$ cat config.mk
export PLATFORM = sky130hd
export DESIGN_NAME = roman_numeral_encoder_unit
export DESIGN_NICKNAME = d
export VERILOG_FILES = /design/src/rtl/rne_pkg.sv /design/src/rtl/roman_numeral_encoder_unit.sv
export SDC_FILE = /design/constraint.sdc
export NUM_CORES = 1
export LEC_CHECK = 0
export BUFFER_PORTS_ARGS = -buffer_cell sky130_fd_sc_hd__buf_2
export CORE_UTILIZATION = 47
export CTS_CLUSTER_DIAMETER = 100
export DETAILED_ROUTE_END_ITERATION = 7
export PLACE_DENSITY = 0.66
export SLEW_MARGIN = 10
export SYNTH_ARGS = -nofsm -noshare
export SYNTH_HDL_FRONTEND = slang
export SYNTH_SLANG_ARGS = --single-unit
$ cat constraint.sdc
create_clock -name clock -period 6.6 [get_ports clock]
set_input_delay 0.33 -clock clock [delete_from_list [all_inputs] [get_ports clock]]
set_output_delay 0.33 -clock clock [all_outputs]
set_load 0.005 [all_outputs]
$ cat src/rtl/rne_pkg.sv
`timescale 1ns / 1ps
// ----------------------------------------------------------------------------
// Roman numeral encoder package
// Field widths, symbol codes and the per-digit symbol rules.
// ----------------------------------------------------------------------------
package rne_pkg;

   // field widths
   localparam int NUMBER_WIDTH = 14;
   localparam int SYMBOL_WIDTH = 3;
   localparam int DIGIT_WIDTH  = 4;
   localparam int BCD_DIGITS   = 4;
   localparam int BCD_WIDTH    = DIGIT_WIDTH * BCD_DIGITS;
   localparam int REQ_DATA_WIDTH = 16;
   localparam int RSP_DATA_WIDTH = 8;

   // largest number that has a roman form here
   localparam logic [NUMBER_WIDTH-1:0] MAX_NUMBER = 14'd9999;

   // symbol codes
   localparam logic [SYMBOL_WIDTH-1:0] SYM_I = 3'd0;
   localparam logic [SYMBOL_WIDTH-1:0] SYM_V = 3'd1;
   localparam logic [SYMBOL_WIDTH-1:0] SYM_X = 3'd2;
   localparam logic [SYMBOL_WIDTH-1:0] SYM_L = 3'd3;
   localparam logic [SYMBOL_WIDTH-1:0] SYM_C = 3'd4;
   localparam logic [SYMBOL_WIDTH-1:0] SYM_D = 3'd5;
   localparam logic [SYMBOL_WIDTH-1:0] SYM_M = 3'd6;

   // decimal digit values with a rule of their own
   localparam logic [DIGIT_WIDTH-1:0] DIGIT_FOUR = 4'd4;
   localparam logic [DIGIT_WIDTH-1:0] DIGIT_FIVE = 4'd5;
   localparam logic [DIGIT_WIDTH-1:0] DIGIT_NINE = 4'd9;

   // number of symbols one digit needs; the thousands digit is a plain run of M
   function automatic logic [DIGIT_WIDTH-1:0] digit_length(
      input logic [DIGIT_WIDTH-1:0] d,
      input logic                   is_thousands
   );
      logic [DIGIT_WIDTH-1:0] len;
      if (is_thousands) begin
         len = d;
      end else if (d == DIGIT_NINE || d == DIGIT_FOUR) begin
         len = 4'd2;
      end else if (d >= DIGIT_FIVE) begin
         len = d - 4'd4;
      end else begin
         len = d;
      end
      return len;
   endfunction

   // symbol number k of a digit at decimal position pos (0 = ones, 3 = thousands)
   function automatic logic [SYMBOL_WIDTH-1:0] digit_symbol(
      input logic [DIGIT_WIDTH-1:0] d,
      input logic [DIGIT_WIDTH-1:0] k,
      input logic [1:0]             pos
   );
      logic [SYMBOL_WIDTH-1:0] one;
      logic [SYMBOL_WIDTH-1:0] five;
      logic [SYMBOL_WIDTH-1:0] ten;
      logic [SYMBOL_WIDTH-1:0] sym;
      one  = {pos, 1'b0};
      five = one + 3'd1;
      ten  = one + 3'd2;
      if (pos == 2'd3) begin
         sym = SYM_M;
      end else if (d == DIGIT_NINE) begin
         sym = (k == 4'd0) ? one : ten;
      end else if (d == DIGIT_FOUR) begin
         sym = (k == 4'd0) ? one : five;
      end else if (d >= DIGIT_FIVE) begin
         sym = (k == 4'd0) ? five : one;
      end else begin
         sym = one;
      end
      return sym;
   endfunction

endpackage

$ cat src/rtl/roman_numeral_encoder_unit.sv
`timescale 1ns / 1ps
// ----------------------------------------------------------------------------
// Roman numeral encoder
// Converts a binary number of 1 to 9999 into its roman numeral, one symbol
// per output item, with the last symbol marked.
// ----------------------------------------------------------------------------
//
//  channel  direction  tdata                        tuser         tlast
//  req_     in         [13:0] number_in             -             -
//  rsp_     out        [2:0] symbol                 range_error   last_symbol
//
//  an item is accepted, converted from binary to bcd bit-serially (one bit
//  per cycle), then written out one symbol at a time whenever the output
//  register is free; each leading or inner zero digit is passed over with
//  no item. an out-of-range number gives one error item after
//  the accept cycle. one item is worked on at a time; the output register
//  holds its item while rsp_tready is low and emission waits behind it.
//  reset is synchronous; there is no storage to clear.
//
module roman_numeral_encoder_unit (
   input  logic                              clock,
   input  logic                              reset,
   // request channel
   input  logic                              req_tvalid,
   output logic                              req_tready,
   input  logic [rne_pkg::REQ_DATA_WIDTH-1:0] req_tdata,  // [13:0] number_in
   // result channel
   output logic                              rsp_tvalid,
   input  logic                              rsp_tready,
   output logic [rne_pkg::RSP_DATA_WIDTH-1:0] rsp_tdata,  // [2:0] symbol
   output logic                              rsp_tuser,   // [0] range_error
   output logic                              rsp_tlast    // last_symbol
);

   typedef enum logic [1:0] {
      ST_IDLE,
      ST_CONVERT,
      ST_EMIT,
      ST_FAULT
   } state_type;

   state_type                                state_ff, state_in;
   logic [rne_pkg::NUMBER_WIDTH-1:0]         bin_ff, bin_in;
   logic [rne_pkg::BCD_WIDTH-1:0]            bcd_ff, bcd_in;
   logic [3:0]                               cnt_ff, cnt_in;
   logic [1:0]                               idx_ff, idx_in;
   logic [rne_pkg::DIGIT_WIDTH-1:0]          k_ff, k_in;
   logic                                     rsp_valid_ff, rsp_valid_in;
   logic [rne_pkg::SYMBOL_WIDTH-1:0]         rsp_symbol_ff, rsp_symbol_in;
   logic                                     rsp_last_ff, rsp_last_in;
   logic                                     rsp_error_ff, rsp_error_in;

   logic                                     req_accept;
   logic                                     out_free;
   logic [rne_pkg::NUMBER_WIDTH-1:0]         number_in;
   logic                                     number_bad;
   logic [rne_pkg::BCD_WIDTH-1:0]            bcd_adj;
   logic [rne_pkg::DIGIT_WIDTH-1:0]          cur_digit;
   logic [rne_pkg::DIGIT_WIDTH-1:0]          cur_len;
   logic [rne_pkg::SYMBOL_WIDTH-1:0]         cur_sym;
   logic [1:0]                               cur_pos;
   logic                                     lower_zero;
   logic                                     digit_done;

   assign req_tready = (state_ff == ST_IDLE);
   assign req_accept = req_tvalid && req_tready;
   assign out_free   = !rsp_valid_ff || rsp_tready;
   assign number_in  = req_tdata[rne_pkg::NUMBER_WIDTH-1:0];
   assign number_bad = (number_in == '0) || (number_in > rne_pkg::MAX_NUMBER);

   // add-3 correction on each bcd digit ahead of the shift
   always_comb begin
      for (int i = 0; i < rne_pkg::BCD_DIGITS; i++) begin
         if (bcd_ff[i*rne_pkg::DIGIT_WIDTH +: rne_pkg::DIGIT_WIDTH] >= rne_pkg::DIGIT_FIVE) begin
            bcd_adj[i*rne_pkg::DIGIT_WIDTH +: rne_pkg::DIGIT_WIDTH] =
               bcd_ff[i*rne_pkg::DIGIT_WIDTH +: rne_pkg::DIGIT_WIDTH] + 4'd3;
         end else begin
            bcd_adj[i*rne_pkg::DIGIT_WIDTH +: rne_pkg::DIGIT_WIDTH] =
               bcd_ff[i*rne_pkg::DIGIT_WIDTH +: rne_pkg::DIGIT_WIDTH];
         end
      end
   end

   // current digit, thousands first, and whether all digits after it are zero
   always_comb begin
      case (idx_ff)
         2'd0: begin
            cur_digit  = bcd_ff[15:12];
            lower_zero = (bcd_ff[11:0] == '0);
         end
         2'd1: begin
            cur_digit  = bcd_ff[11:8];
            lower_zero = (bcd_ff[7:0] == '0);
         end
         2'd2: begin
            cur_digit  = bcd_ff[7:4];
            lower_zero = (bcd_ff[3:0] == '0);
         end
         default: begin
            cur_digit  = bcd_ff[3:0];
            lower_zero = 1'b1;
         end
      endcase
   end

   // decimal position counts up from the ones: 3 - idx
   assign cur_pos    = ~idx_ff;
   assign cur_len    = rne_pkg::digit_length(cur_digit, idx_ff == 2'd0);
   assign cur_sym    = rne_pkg::digit_symbol(cur_digit, k_ff, cur_pos);
   assign digit_done = (k_ff == cur_len - 4'd1);

   // sequencer next-state logic
   always_comb begin
      state_in      = state_ff;
      bin_in        = bin_ff;
      bcd_in        = bcd_ff;
      cnt_in        = cnt_ff;
      idx_in        = idx_ff;
      k_in          = k_ff;
      rsp_valid_in  = rsp_valid_ff && !rsp_tready;
      rsp_symbol_in = rsp_symbol_ff;
      rsp_last_in   = rsp_last_ff;
      rsp_error_in  = rsp_error_ff;
      case (state_ff)
         ST_IDLE: begin
            if (req_accept) begin
               bin_in   = number_in;
               bcd_in   = '0;
               cnt_in   = 4'd0;
               idx_in   = 2'd0;
               k_in     = '0;
               state_in = number_bad ? ST_FAULT : ST_CONVERT;
            end
         end
         ST_CONVERT: begin
            bcd_in = {bcd_adj[rne_pkg::BCD_WIDTH-2:0], bin_ff[rne_pkg::NUMBER_WIDTH-1]};
            bin_in = {bin_ff[rne_pkg::NUMBER_WIDTH-2:0], 1'b0};
            cnt_in = cnt_ff + 4'd1;
            if (cnt_ff == 4'(rne_pkg::NUMBER_WIDTH - 1)) begin
               state_in = ST_EMIT;
            end
         end
         ST_EMIT: begin
            if (cur_len == '0) begin
               // nothing to write for this digit, move on
               idx_in = idx_ff + 2'd1;
               k_in   = '0;
            end else if (out_free) begin
               rsp_valid_in  = 1'b1;
               rsp_symbol_in = cur_sym;
               rsp_last_in   = digit_done && lower_zero;
               rsp_error_in  = 1'b0;
               if (digit_done) begin
                  idx_in = idx_ff + 2'd1;
                  k_in   = '0;
                  if (lower_zero) begin
                     state_in = ST_IDLE;
                  end
               end else begin
                  k_in = k_ff + 4'd1;
               end
            end
         end
         ST_FAULT: begin
            if (out_free) begin
               rsp_valid_in  = 1'b1;
               rsp_symbol_in = rne_pkg::SYM_I;
               rsp_last_in   = 1'b1;
               rsp_error_in  = 1'b1;
               state_in      = ST_IDLE;
            end
         end
         default: begin
            state_in = ST_IDLE;
         end
      endcase
   end

   // state and registered outputs
   always_ff @(posedge clock) begin
      if (reset) begin
         state_ff     <= ST_IDLE;
         rsp_valid_ff <= 1'b0;
         cnt_ff       <= 4'd0;
         idx_ff       <= 2'd0;
         k_ff         <= '0;
      end else begin
         state_ff     <= state_in;
         rsp_valid_ff <= rsp_valid_in;
         cnt_ff       <= cnt_in;
         idx_ff       <= idx_in;
         k_ff         <= k_in;
      end
      bin_ff        <= bin_in;
      bcd_ff        <= bcd_in;
      rsp_symbol_ff <= rsp_symbol_in;
      rsp_last_ff   <= rsp_last_in;
      rsp_error_ff  <= rsp_error_in;
   end

   assign rsp_tvalid = rsp_valid_ff;
   assign rsp_tdata  = {{(rne_pkg::RSP_DATA_WIDTH - rne_pkg::SYMBOL_WIDTH){1'b0}}, rsp_symbol_ff};
   assign rsp_tuser  = rsp_error_ff;
   assign rsp_tlast  = rsp_last_ff;

   // checks
   a_error_item_shape: assert property (@(posedge clock) disable iff (reset)
      rsp_tvalid && rsp_tuser |-> rsp_tlast && rsp_tdata == '0)
      else $error("error item must be a lone last item with symbol zero");

   a_symbol_code: assert property (@(posedge clock) disable iff (reset)
      rsp_tvalid |-> rsp_tdata[rne_pkg::SYMBOL_WIDTH-1:0] <= rne_pkg::SYM_M)
      else $error("symbol code out of range");

   a_one_item_at_a_time: assert property (@(posedge clock) disable iff (reset)
      req_tvalid && req_tready |=> !req_tready)
      else $error("new item taken while one is in progress");

   a_convert_count: assert property (@(posedge clock) disable iff (reset)
      state_ff == ST_CONVERT |-> cnt_ff < 4'(rne_pkg::NUMBER_WIDTH))
      else $error("conversion ran past the input width");

   a_symbol_index: assert property (@(posedge clock) disable iff (reset)
      state_ff == ST_EMIT |-> (k_ff < cur_len) || (k_ff == '0 && cur_len == '0))
      else $error("symbol index beyond digit length");

endmodule
# Yosys cells after proc, flatten, opt, wreduce, memory -nomap -nowiden

Cells that the tools add are included.

$add $sub $neg: 11
$lt $le $gt $ge: 6
Equal/unequal tests: 19
Mux-type cells: 54
Bitwise gates (word level): 1
Reduce and logical (&&, ||, !) cells: 24

Operators by type and width:

| cell                   | count |
|---|---|
| $mux W4                | 10 |
| $mux W3                | 11 |
| $pmux W16 S2           | 1 |
| $pmux W14 S2           | 1 |
| $mux W2                | 12 |
| $ge A4 B3 Y1 const B   | 5 |
| $mux W16               | 1 |
| $pmux W4 S2            | 2 |
| $gt A14 B14 Y1 const B | 1 |
| $logic_not A14 Y1      | 1 |
| $mux W14               | 1 |
| $add A4 B2 Y4 const B  | 3 |
| $logic_not A12 Y1      | 1 |
| $logic_not A4 Y1       | 3 |
| $ne A2 B2 Y1 const B   | 6 |
| $pmux W4 S3            | 1 |
| $add A4 B1 Y4 const B  | 2 |
| $eq A2 B2 Y1 const B   | 4 |
| $eq A4 B4 Y1 const B   | 2 |
| $logic_not A8 Y1       | 1 |
| $pmux W2 S4            | 1 |
| $reduce_and A4 Y1      | 2 |
| $mux W1                | 7 |
| $reduce_and A7 Y1      | 1 |
| other kinds (22)       | 35 |

Register bits: 48
Input bits: 20
Output and inout bits: 12
Word-level logic and storage cells: 125

# Depth between registers and ports, before layout

Gate-level depths: netlist of the first run.

Word-level depth: 12
Depth in mapped cells: 17
Mapped depth without buffers: 17

# Worst setup path after synthesis of the first run

No wires, ideal clock.

Path type: reg2reg
Start: register idx_ff[0]
End: register k_ff[0] (netlist name)
Arrival time: 3.109 ns
Required time: 6.478 ns
Slack: 3.369 ns
Stages on the path, launching flop included: 16
Cell sequence: dfxtp_1 > inv_1 > ha_1 > a222oi_1 > a21o_2 > inv_1 > ha_1 > a21boi_0 > inv_1 > ha_1 > xnor2_1 > or3_1 > a211oi_2 > a31oi_1 > nor2_2 > nor3_1

Longest elaborated chain between the ends: 12
Elaborated cells between the ends (all ways): 21

RTL lines:

| what                                                 | line                              | text |
|---|---|---|
| start, declared                                      | roman_numeral_encoder_unit.sv:46  | `logic [1:0] idx_ff, idx_in;` |
| start signal, assigned                               | roman_numeral_encoder_unit.sv:191 | `idx_ff <= idx_in;` |
| $eq A2 B2 Y1, or another cell as far along           | roman_numeral_encoder_unit.sv:86  | `case (idx_ff)` |
| $pmux W4 S3                                          | roman_numeral_encoder_unit.sv:86  |  |
| $sub A4 B3 Y4, or another cell as far along          | rne_pkg.sv:45                     | `len = d - 4'd4;` |
| $mux W4 / $logic_or A1 B1 Y1 (equally long branches) | rne_pkg.sv:44, rne_pkg.sv:42      |  |
| $mux W4                                              | rne_pkg.sv:42                     | `end else if (d == DIGIT_NINE \|\| d == DIGIT_FOUR) begin` |
| $mux W4 (*)                                          | rne_pkg.sv:40                     | `if (is_thousands) begin` |
| $sub A4 B1 Y4                                        | roman_numeral_encoder_unit.sv:110 | `assign digit_done = (k_ff == cur_len - 4'd1);` |
| $eq A4 B4 Y1                                         | roman_numeral_encoder_unit.sv:110 |  |
| $mux W4                                              | roman_numeral_encoder_unit.sv:153 | `if (digit_done) begin` |
| $mux W4                                              | roman_numeral_encoder_unit.sv:148 | `end else if (out_free) begin` |
| $mux W4                                              | roman_numeral_encoder_unit.sv:144 | `if (cur_len == '0) begin` |
| $pmux W4 S2                                          | roman_numeral_encoder_unit.sv:124 | `case (state_ff)` |
| end signal, assigned                                 | roman_numeral_encoder_unit.sv:192 | `k_ff <= k_in;` |
| end, declared                                        | roman_numeral_encoder_unit.sv:47  | `logic [rne_pkg::DIGIT_WIDTH-1:0] k_ff, k_in;` |

Every way passes the cells marked *; elsewhere a longest branch is shown, timed or not. The select of a mux whose other input is x is not followed.
A chain may end at the register's enable or synchronous reset.

# Worst setup path after layout of the first run

Start: register idx_ff[0]
End: register k_ff[3] (netlist name)

Same word-level chain as after synthesis.

==> results of run 1 <==
-- cells in the mapped netlist, types with 2 or more instances --
cell type | count | area [µm²]
nor2_1 | 38 | 143
edfxtp_1 | 35 | 1050
ha_1 | 22 | 275
a21oi_1 | 21 | 105
inv_1 | 21 | 78.8
nand2_1 | 16 | 60.1
dfxtp_1 | 13 | 260
mux2_2 | 13 | 146
nor3_1 | 10 | 50.1
xnor2_1 | 10 | 87.6
o21ai_0 | 9 | 45.0
nand2b_1 | 8 | 50.1
xor2_1 | 7 | 61.3
a31oi_1 | 6 | 37.5
nand3_1 | 6 | 30.0
buf_4 | 5 | 37.5
clkbuf_1 | 5 | 18.8
a222oi_1 | 4 | 40.0
nor2b_2 | 3 | 26.3
nor4_1 | 3 | 18.8
or2b_2 | 3 | 26.3
a211o_1 | 2 | 17.5
a21o_2 | 2 | 17.5
and2_1 | 2 | 12.5
mux2i_1 | 2 | 20.0
nand4_1 | 2 | 12.5
nor3b_1 | 2 | 15.0
o211ai_1 | 2 | 15.0
o21bai_1 | 2 | 15.0
or3_1 | 2 | 12.5
-- area by class of cell --
type	instances	area (µm²)	share of cell area, %
Clock buffer	5	68.8	2.10
Clock inverter	3	42.5	1.30
Inverter	21	78.8	2.40
Multi-Input combinational cell	224	1560	47.5
Sequential cell	48	1310	40.0
Tap cell	75	93.8	2.86
Timing Repair Buffer	25	128	3.89
-- kinds of logic after synthesis --
| group | synth area share, % |
|---|---|
| simple gates | 16.7 |
| compound gates | 14.7 |
| flops | 43.3 |
| buf+inv | 5.70 |
| fa+ha+maj | 9.09 |
| xor+xnor | 4.92 |
| mux | 5.50 |
| other cells | 0.124 |
-- worst paths after layout --
kind	from	cells after the start	to
worst min register to register	cnt_ff[2]$_SDFFE_PP0P_	2	cnt_ff[2]$_SDFFE_PP0P_
worst max-delay path	idx_ff[0]$_SDFFE_PP0P_	15	k_ff[3]$_SDFFE_PP0P_
worst max register to register	idx_ff[0]$_SDFFE_PP0P_	15	k_ff[3]$_SDFFE_PP0P_
worst min-delay path	req_tdata[0]	2	bin_ff[0]$_SDFFCE_PP0P_
-- cell usage in the layout, fill, tap and decap left out, types with 7 or more instances in the layout --
cell and count:
nor2_1 38, edfxtp_1 35, buf_2 24, ha_1 22
inv_1 21, a21oi_1 21, nand2_1 16, mux2_2 13
dfxtp_1 13, nor3_1 10, xnor2_1 10, o21ai_0 9
nand2b_1 8, xor2_1 7
-- per-layer routing --
metal / vias up / global-route usage, % / routed length [µm]
li1: 1112 / - / -
met3: 2 / 3.30 / 147
met2: 35 / 30.2 / 2540
met5: - / 0 / 0
met4: 0 / 3.68 / 25
met1: 1049 / 22.4 / 2580
-- through the flow --
step | setup slack (ns) | util, % | instances | hold slack [ns] | total power (µW)
after floorplan | 3.37 | - | 307 | 0.409 | 689
after global placement | 2.82 | 52.3 | 393 | 0.493 | 753
after detailed placement | 2.71 | 52.3 | 393 | 0.502 | 759
after CTS | 2.70 | 54.1 | 401 | 0.329 | 974
after global routing | 2.26 | 54.1 | 401 | 0.330 | 1030
final | 2.72 | 54.1 | 401 | 0.343 | 964
-- flip-flops by register name, summed over array words and instances (netlist names) --
signal,count
bin_ff,14
rsp_tvalid,1
rsp_symbol_ff,3
k_ff,4
rsp_tuser,1
idx_ff,2
state_ff,2
cnt_ff,4
rsp_tlast,1
bcd_ff,16
-- report_power, final --
| group | total [µW] | switching, µW | internal [µW] |
|---|---|---|---|
| sequential | 434 | 42.1 | 392 |
| clock | 212 | 99.5 | 112 |
| combinational | 318 | 184 | 134 |
| total | 964 | 326 | 639 |
==> flow_summary.json, run 1 <==
{
  "status": "completed",
  "ios": 32,
  "dieArea_um2": 6770,
  "peakVddDrop_mv": 0.196,
  "crit_required_ns": 6.78,
  "cts.repair.resized": 0,
  "path_clk_slew_ns": 0.09,
  "worstSetupStartpointType": "flip-flop",
  "cts_setup_buffers": 0,
  "via_per_inst": 5.48,
  "clockBufferDepth": 2,
  "yosysSeqAreaShare_pct": 43.3,
  "cts_sinks": 48,
  "critPathMaxStageDelay_ns": 0.43,
  "min_period_over_period_pct": 58.9,
  "async_reset_ff_share_pct": 0,
  "grt_setup_unrepaired": "false",
  "cp.arrival_ns": 4.06,
  "avgSynthCellArea_um2": 9.99,
  "insertion_delay_ns": 0.29,
  "relSlewSlack_pct": 24.7,
  "max_freq_mhz": 257,
  "gp_congestion": 0.788,
  "core_um2": 6060,
  "p_leak_uw": 0.00126,
  "gr-total-overflow": 0,
  "critical_path_class": "reg2reg",
  "crit_fanout": 14,
  "synth_edf_count": 35,
  "drt-total-wl_um": 5290,
  "drive_above_1_share_pct": 18.7,
  "yosys_register_bits": 48,
  "synthFlopType": "edfxtp_1",
  "worstMarginPinSlew_ns": 1.13,
  "hp-class": "in2reg",
  "initial_utilization_pct": 50.0,
  "timing.setup.tns_ns": 0,
  "setup_viol_count_final": 0,
  "min_period_ns": 3.88,
  "fillers": 550,
  "cts_root_buf": "clkbuf_8",
  "crit_family": "compound AO/OA/AOI/OAI gates",
  "netlist-cell-type-count": 57,
  "nNetsFinal": 367,
  "syn_area_um2": 3030,
  "avgRoutedWirePerCell_um": 13.2,
  "htree_levels": 2,
  "grt_pass1_wl_um": 9050,
  "final_max_slew_viol_count": 0,
  "crit_slowest_cell": "dfxtp_1",
  "cp_cell_sequence": "inv_1 -> ha_1 -> a222oi_1 -> a21o_2 -> inv_1 -> ha_1 -> a21boi_0 -> inv_1 -> ha_1 -> xnor2_1 -> or3_1 -> a211oi_2 -> a31oi_1 -> nor2_2 -> nor3_1",
  "vias": 2198,
  "finalClockSkew_ns": 0.00690,
  "drv_cap": 0,
  "synthCells": 303,
  "grt_pass1_vias": 2047,
  "drc": 0,
  "diodes": 0,
  "reg2reg_slack_ns": 2.72,
  "num_rows": 28,
  "p_per_area_nw_per_um2": 294,
  "drtPass1Iterations": 4,
  "area_growth_pct": 8.39,
  "design_area_um2": 3280,
  "fp.dieW_um": 82.3,
  "post_dp_cell_area_um2": 3170,
  "drt_iter0_drc": 95,
  "fp.dieH_um": 82.3,
  "yosys_warnings": 0,
  "cts_tree": "built",
  "dpl.hpwl_um": 3850,
  "grt_max_degree": 31,
  "cts_buffers": 5,
  "antenna_found_initial": 0,
  "grtUsageTotal_pct": 17.4,
  "ant_nets": 0,
  "crit_buf_inv": 3,
  "hold_viol": 0,
  "worst_setup_path_end_kind": "flip-flop",
  "cts-hold-fix-buffers": 0,
  "portBuffers": 24
}
Power figures use the tool's default switching activity.
==> run 2: changes to the inputs <==
ABC_AREA = 1   (was unset)
PLACE_DENSITY = 0.69   (was 0.66)
clock period = 3.42 ns   (was 6.6 ns; I/O delays follow)
==> run 2 against run 1 <==
Compared with the run above: final area rose by 1.4%; final cell count increased by 21%; register-to-register slack worse by 2.5 ns; synthesized cell count increased by 26%; sequential power grew to 2.7 times the previous value; critical endpoint is now k_ff[2]$_SDFFE_PP0P_; largest cell class unchanged; highest routed layer unchanged.
==> flow_summary.json, run 2 <==
{
  "crit_fanout": 10,
  "setup_viol_count_final": 0,
  "area_growth_pct": 9.37,
  "avgSynthCellArea_um2": 7.95,
  "drive_above_1_share_pct": 14.4,
  "netlist-cell-type-count": 35,
  "num_rows": 28,
  "critPathMaxStageDelay_ns": 0.41,
  "crit_slowest_cell": "dfxtp_1",
  "finalClockSkew_ns": 0.00807,
  "syn_area_um2": 3040,
  "net-switching-power_uw": 1650,
  "antenna_found_initial": 0,
  "grt_setup_unrepaired": "false",
  "design_area_um2": 3330,
  "min_period_ns": 3.17,
  "crit_family": "simple AND/OR/NAND/NOR gates",
  "yosys_warnings": 0,
  "synth.top_cells.by_area": "edfxtp_1 35%, nand2_1 12%, ha_1 9.0%",
  "cts.repair.resized": 0,
  "clock_power_share_pct": 10.7,
  "yosysTopAreaCell": "edfxtp_1",
  "reg2reg_slack_ns": 0.25,
  "grt_pass1_wl_um": 9690,
  "vias": 2479,
  "reg2reg_to": "k_ff[2]$_SDFFE_PP0P_",
  "p_leak_uw": 0.00150,
  "min_period_over_period_pct": 92.7,
  "yosysSeqAreaShare_pct": 43.1,
  "synthCells": 383,
  "hp-class": "in2reg",
  "fillers": 600,
  "path_depth": 20,
  "final_max_slew_viol_count": 0,
  "synth.most_common_cell": "nand2_1",
  "fp.dieH_um": 82.5,
  "relSlewSlack_pct": 62.2,
  "top_register": "bcd_ff",
  "cp_common_cell": "nand2_2",
  "critical_path_class": "reg2reg",
  "cts_setup_buffers": 0,
  "hold_viol": 0,
  "cts_sinks": 48,
  "worstMarginPinSlew_ns": 0.566,
  "p_per_area_nw_per_um2": 1030,
  "sw_frac_of_total_pct": 47.9,
  "crit_path_start": "idx_ff[0]$_SDFFE_PP0P_",
  "pwr-share-seq_pct": 34.0,
  "worstSetupStartpointType": "flip-flop",
  "reg_top3": "bcd_ff x16, bin_ff x14",
  "portBuffers": 24,
  "drtPass1Iterations": 4,
  "grt_pass1_vias": 2182,
  "reg2reg_from": "idx_ff[0]$_SDFFE_PP0P_",
  "drt_iter0_drc": 137,
  "status": "completed",
  "clockBufferDepth": 2,
  "nNetsFinal": 452,
  "crit_path_end": "k_ff[2]$_SDFFE_PP0P_",
  "crit_buf_inv": 3,
  "worst_setup_path_end_kind": "flip-flop",
  "synth_top_area_share_pct": 34.5,
  "crit_required_ns": 3.63,
  "yosys_register_bits": 48,
  "internal_power_uw": 1790,
  "max_freq_mhz": 315,
  "fp.dieW_um": 82.5,
  "synth_edf_count": 35,
  "combPwrFrac_pct": 55.3,
  "gr-total-overflow": 0,
  "core_um2": 6100,
  "timing.setup.tns_ns": 0,
  "drv_cap": 0,
  "post_dp_cell_area_um2": 3230,
  "grt_max_degree": 36,
  "drt-total-wl_um": 5840,
  "path_clk_slew_ns": 0.09,
  "cts_tree": "built",
  "grtUsageTotal_pct": 18.8,
  "insertion_delay_ns": 0.31,
  "rr_worst_depth": 20,
  "largest_reg_flops": 16,
  "ant_nets": 0,
  "initial_utilization_pct": 49.9,
  "cp.arrival_ns": 3.38,
  "avgRoutedWirePerCell_um": 12.0,
  "synth_common_cells": "94 x nand2_1, 48 x inv_1, 35 x edfxtp_1, 31 x nor2_1, 28 x a21oi_1",
  "final_cell_mix": "94 x nand2_1, 48 x inv_1, 35 x edfxtp_1, 30 x nor2_1, 28 x a21oi_1",
  "synthFlopType": "edfxtp_1",
  "layout_commonest_cell": "nand2_1",
  "cts-hold-fix-buffers": 0,
  "cts_root_buf": "clkbuf_8",
  "via_per_inst": 5.10,
  "cts_buffers": 5,
  "gp_congestion": 0.843,
  "async_reset_ff_share_pct": 0,
  "diodes": 0,
  "peakVddDrop_mv": 0.671,
  "cp_cell_sequence": "inv_1 -> ha_1 -> inv_2 -> o21ai_1 -> o22ai_1 -> inv_2 -> ha_1 -> nand3_1 -> nand2_2 -> a21boi_0 -> ha_1 -> xnor2_1 -> nor2_1 -> nand2_1 -> nor2_2 -> nand2_1 -> nand2_2 -> nand2_2 -> nand2_2 -> nor2_1",
  "dieArea_um2": 6800,
  "ios": 32,
  "dpl.hpwl_um": 4430,
  "htree_levels": 2,
  "drc": 0
}
-- run 2: cell count changes after synthesis, sizes merged, moves of 9 or more --
| cell | delta |
|---|---|
| mux2 | -13 |
| inv | +33 |
| o21ai | +17 |
| nand3 | +13 |
| nand2 | +87 |
| xnor2 | -9 |
-- run 2: power by group through the flow --
stage                     Combinational, µW  Clock, µW  Sequential, µW
final                                  1900        366            1170
after global routing                   2180        391            1210
after CTS                              1910        374            1170
after detailed placement               1910          0            1180
after global placement                 1840          0            1170
after floorplan                        1510          0            1130
-- run 2: cell families (layout without fill, tap and decap cells) --
kind of cell,after synthesis,in the layout,share of synthesized area [%]
other,1,5,0.123
adder cells (fa/ha/maj),22,22,9.04
AO/OA/AOI/OAI,69,69,12.7
flip-flops,48,48,43.1
XOR/XNOR,8,8,2.30
AND/OR/NAND/NOR,171,171,24.0
buffers and inverters,64,88,8.67
-- run 2: worst min-delay path by stage --
stage | to | cells after the start | start
6_report | cnt_ff[1]$_SDFFE_PP0P_ | 2 | reset
3_3_place_gp | cnt_ff[3]$_SDFFE_PP0P_ | 2 | reset
4_1_cts | cnt_ff[2]$_SDFFE_PP0P_ | 2 | reset
3_5_place_dp | cnt_ff[2]$_SDFFE_PP0P_ | 2 | reset
5_1_grt | cnt_ff[2]$_SDFFE_PP0P_ | 2 | reset
2_1_floorplan | cnt_ff[1]$_SDFFE_PP0P_ | 1 | reset
-- run 2: worst reg2reg max path, delay by kind of cell (launching register included) --
kind	cells	cell delay (ns)
and+or+nand+nor	10	0.88
DFF	1	0.41
xor gates and xnor gates	1	0.13
AOI/OAI and AO/OA	3	0.52
buffers and inverters	3	0.36
adders and majority gates	3	0.76
-- run 2: metal layers --
layer | vias to the layer above | GRT usage (%) | part of all wire [%]
met5 | - | 0 | 0
met4 | 0 | 5.96 | 1.0
met3 | 7 | 4.18 | 3.1
met2 | 39 | 31.0 | 48
met1 | 1129 | 24.5 | 48
li1 | 1304 | - | -
-- run 2: area by class of cell --
cell class	instances	area (µm²)	share of cell area, %
multi-input combinational	275	1490	44.6
sequential	48	1310	39.4
inverter	54	208	6.24
timing repair buffer	26	135	4.06
tap	75	93.8	2.82
clock buffer	5	68.8	2.07
clock inverter	3	26.3	0.789
-- run 2: metrics by stage --
stage          hold WS (ns)  instances  total power, µW  util, %  setup WS (ns)
6_report              0.108        486             3440     54.6          0.249
5_1_grt               0.104        486             3780     54.6         0.0120
3_5_place_dp          0.435        478             3090     53.1          0.260
4_1_cts               0.101        486             3460     54.6          0.249
3_3_place_gp          0.432        478             3010     53.1          0.327
2_1_floorplan         0.240        387             2630        -          0.632
==> run 3: changes to the inputs <==
REMOVE_ABC_BUFFERS = 1   (was unset)
==> run 3 against run 2 <==
Compared with the run above: hold slack got worse by 0.0025 ns; critical path depth unchanged; register-to-register slack improved by 0.09 ns; non-clock buffer count is the same; global-route usage fell by 0.10 points; final cell count unchanged; power is 2.0% higher; core utilization up 0.53 points; critical endpoint is now k_ff[1]$_SDFFE_PP0P_; largest cell class unchanged.
==> flow_summary.json, run 3 (synthesis gave the netlist of run 2 again) <==
{
  "stdcell_count": 486,
  "worstSetupStartpointType": "flip-flop",
  "sw_frac_of_total_pct": 46.3,
  "num_rows": 28,
  "peakVddDrop_mv": 0.772,
  "initial_utilization_pct": 49.9,
  "hp-class": "in2reg",
  "reg2reg_slack_ns": 0.34,
  "largest_reg_flops": 16,
  "drt-total-wl_um": 5760,
  "avgRoutedWirePerCell_um": 11.9,
  "ant_nets": 0,
  "met3_usage_pct": 3.30,
  "min_period_ns": 3.08,
  "ios": 32,
  "drt_iter0_drc": 130,
  "timing.setup.tns_ns": 0,
  "worstMarginPinSlew_ns": 0.555,
  "dpl.hpwl_um": 4350,
  "vias": 2498,
  "worst_slack_ns": 0.338,
  "hold-path-cell-count": 2,
  "grtUsageTotal_pct": 18.7,
  "grtUsageMet2_pct": 32.7,
  "net-switching-power_uw": 1620,
  "status": "completed",
  "combPwrFrac_pct": 54.1,
  "diodes": 0,
  "insertion_delay_ns": 0.30,
  "setup_viol_count_final": 0,
  "pwr-share-seq_pct": 33.4,
  "crit_fanout": 10,
  "hold_viol": 0,
  "cts_sinks": 48,
  "crit_path_start": "idx_ff[0]$_SDFFE_PP0P_",
  "reg_top3": "bcd_ff x16, bin_ff x14",
  "gr-max-usage-layer": "met2",
  "final_cell_mix": "94 x nand2_1, 48 x inv_1, 35 x edfxtp_1, 30 x nor2_1, 28 x a21oi_1",
  "crit_required_ns": 3.62,
  "dp_slack_ns": 0.279,
  "gr-total-overflow": 0,
  "critical_path_class": "reg2reg",
  "clock_power_share_pct": 12.5,
  "final_max_slew_viol_count": 0,
  "htree_levels": 2,
  "cp.arrival_ns": 3.28,
  "fin_hold_ws_ns": 0.106,
  "grt_pass1_wl_um": 9550,
  "reg2reg_from": "idx_ff[0]$_SDFFE_PP0P_",
  "cts_root_buf": "clkbuf_8",
  "min_period_over_period_pct": 90.1,
  "drive_above_1_share_pct": 14.6,
  "grt_max_degree": 32,
  "finalClockSkew_ns": 0.00574,
  "dieArea_um2": 6800,
  "p_leak_uw": 0.00151,
  "layout_commonest_cell": "nand2_1",
  "top_register": "bcd_ff",
  "antenna_found_initial": 0,
  "drc": 0,
  "relSlewSlack_pct": 62.9,
  "path_clk_slew_ns": 0.09,
  "cts_tree": "built",
  "fp.dieH_um": 82.5,
  "clockBufferDepth": 2,
  "cts_buffers": 5,
  "core_um2": 6100,
  "internal_power_uw": 1880,
  "reg2reg_to": "k_ff[1]$_SDFFE_PP0P_",
  "hold_start": "reset",
  "area_growth_pct": 10.4,
  "worst_setup_path_end_kind": "flip-flop",
  "drtPass1Iterations": 4,
  "portBuffers": 24,
  "fp.dieW_um": 82.5,
  "p_per_area_nw_per_um2": 1040,
  "nNetsFinal": 452,
  "grt_pass1_vias": 2217,
  "via_per_inst": 5.14,
  "drv_cap": 0,
  "hold_end": "cnt_ff[3]$_SDFFE_PP0P_",
  "placed_cells": 478,
  "max_freq_mhz": 324,
  "gp_congestion": 0.821,
  "grt_util_met1_pct": 23.0,
  "grt_setup_unrepaired": "false",
  "rr_worst_depth": 20
}
==> run 3: cell count changes in the layout (fill, tap and decap cells not counted), sizes merged <==
cell	delta
bufinv	+1
inv	-2
clkbuf	+1
==> run 3: area by class of cell <==
cell class / instances / area, µm²
clock buffer: 6 / 82.6
multi-input combinational: 275 / 1490
tap: 75 / 93.8
sequential: 48 / 1310
timing repair buffer: 26 / 135
fill: 599 / 2730
clock inverter: 2 / 38.8
inverter: 54 / 208
==> run 3: how the worst max path moves through the flow <==
stage                     cells past startpoint  slack, ns                    to
after CTS                                    20       0.25  k_ff[1]$_SDFFE_PP0P_
after global routing                         20      0.001  k_ff[1]$_SDFFE_PP0P_
after floorplan                              20       0.63  k_ff[0]$_SDFFE_PP0P_
final                                        20       0.34  k_ff[1]$_SDFFE_PP0P_
after detailed placement                     20       0.28  k_ff[1]$_SDFFE_PP0P_
after global placement                       20       0.35  k_ff[2]$_SDFFE_PP0P_
==> run 3: repair_timing <==
action	CTS	global route
hold buffers	0	0
resized for setup	0	1
setup endpoints to repair	0	6
setup buffers	0	0
==> run 3: per-layer routing <==
layer	share of wire [%]	vias to the layer above
met1	48	1141
met3	3.5	5
li1	-	1299
met5	0	-
met2	47	53
met4	1.0	0
==> run 3: critical path, stage by stage (launching register included) <==
cell	delay [ns]
dfxtp_1	0.40
inv_1	0.11
ha_1	0.29
inv_2	0.17
o21ai_1	0.10
o22ai_2	0.18
inv_2	0.07
ha_1	0.22
nand3_1	0.14
nand2_2	0.09
a21boi_0	0.18
ha_1	0.27
xnor2_1	0.12
nor2_1	0.10
nand2_1	0.07
nor2_2	0.09
nand2_1	0.07
nand2_2	0.11
nand2_2	0.06
nand2_2	0.09
nor2_1	0.05
==> run 3: per-stage QoR <==
step / total power (µW) / utilization, % / area, µm²
after floorplan: 2620 / - / 3000
after global placement: 3020 / 53.1 / 3230
after detailed placement: 3080 / 53.1 / 3230
after CTS: 3530 / 55.0 / 3360
after global routing: 3860 / 55.2 / 3360
final: 3510 / 55.2 / 3360
==> run 3: power by group through the flow <==
stage | clock, µW | sequential [µW] | combinational [µW]
6_report | 437 | 1170 | 1900
5_1_grt | 461 | 1210 | 2180
4_1_cts | 452 | 1170 | 1900
3_5_place_dp | 0 | 1180 | 1890
3_3_place_gp | 0 | 1170 | 1850
2_1_floorplan | 0 | 1130 | 1480
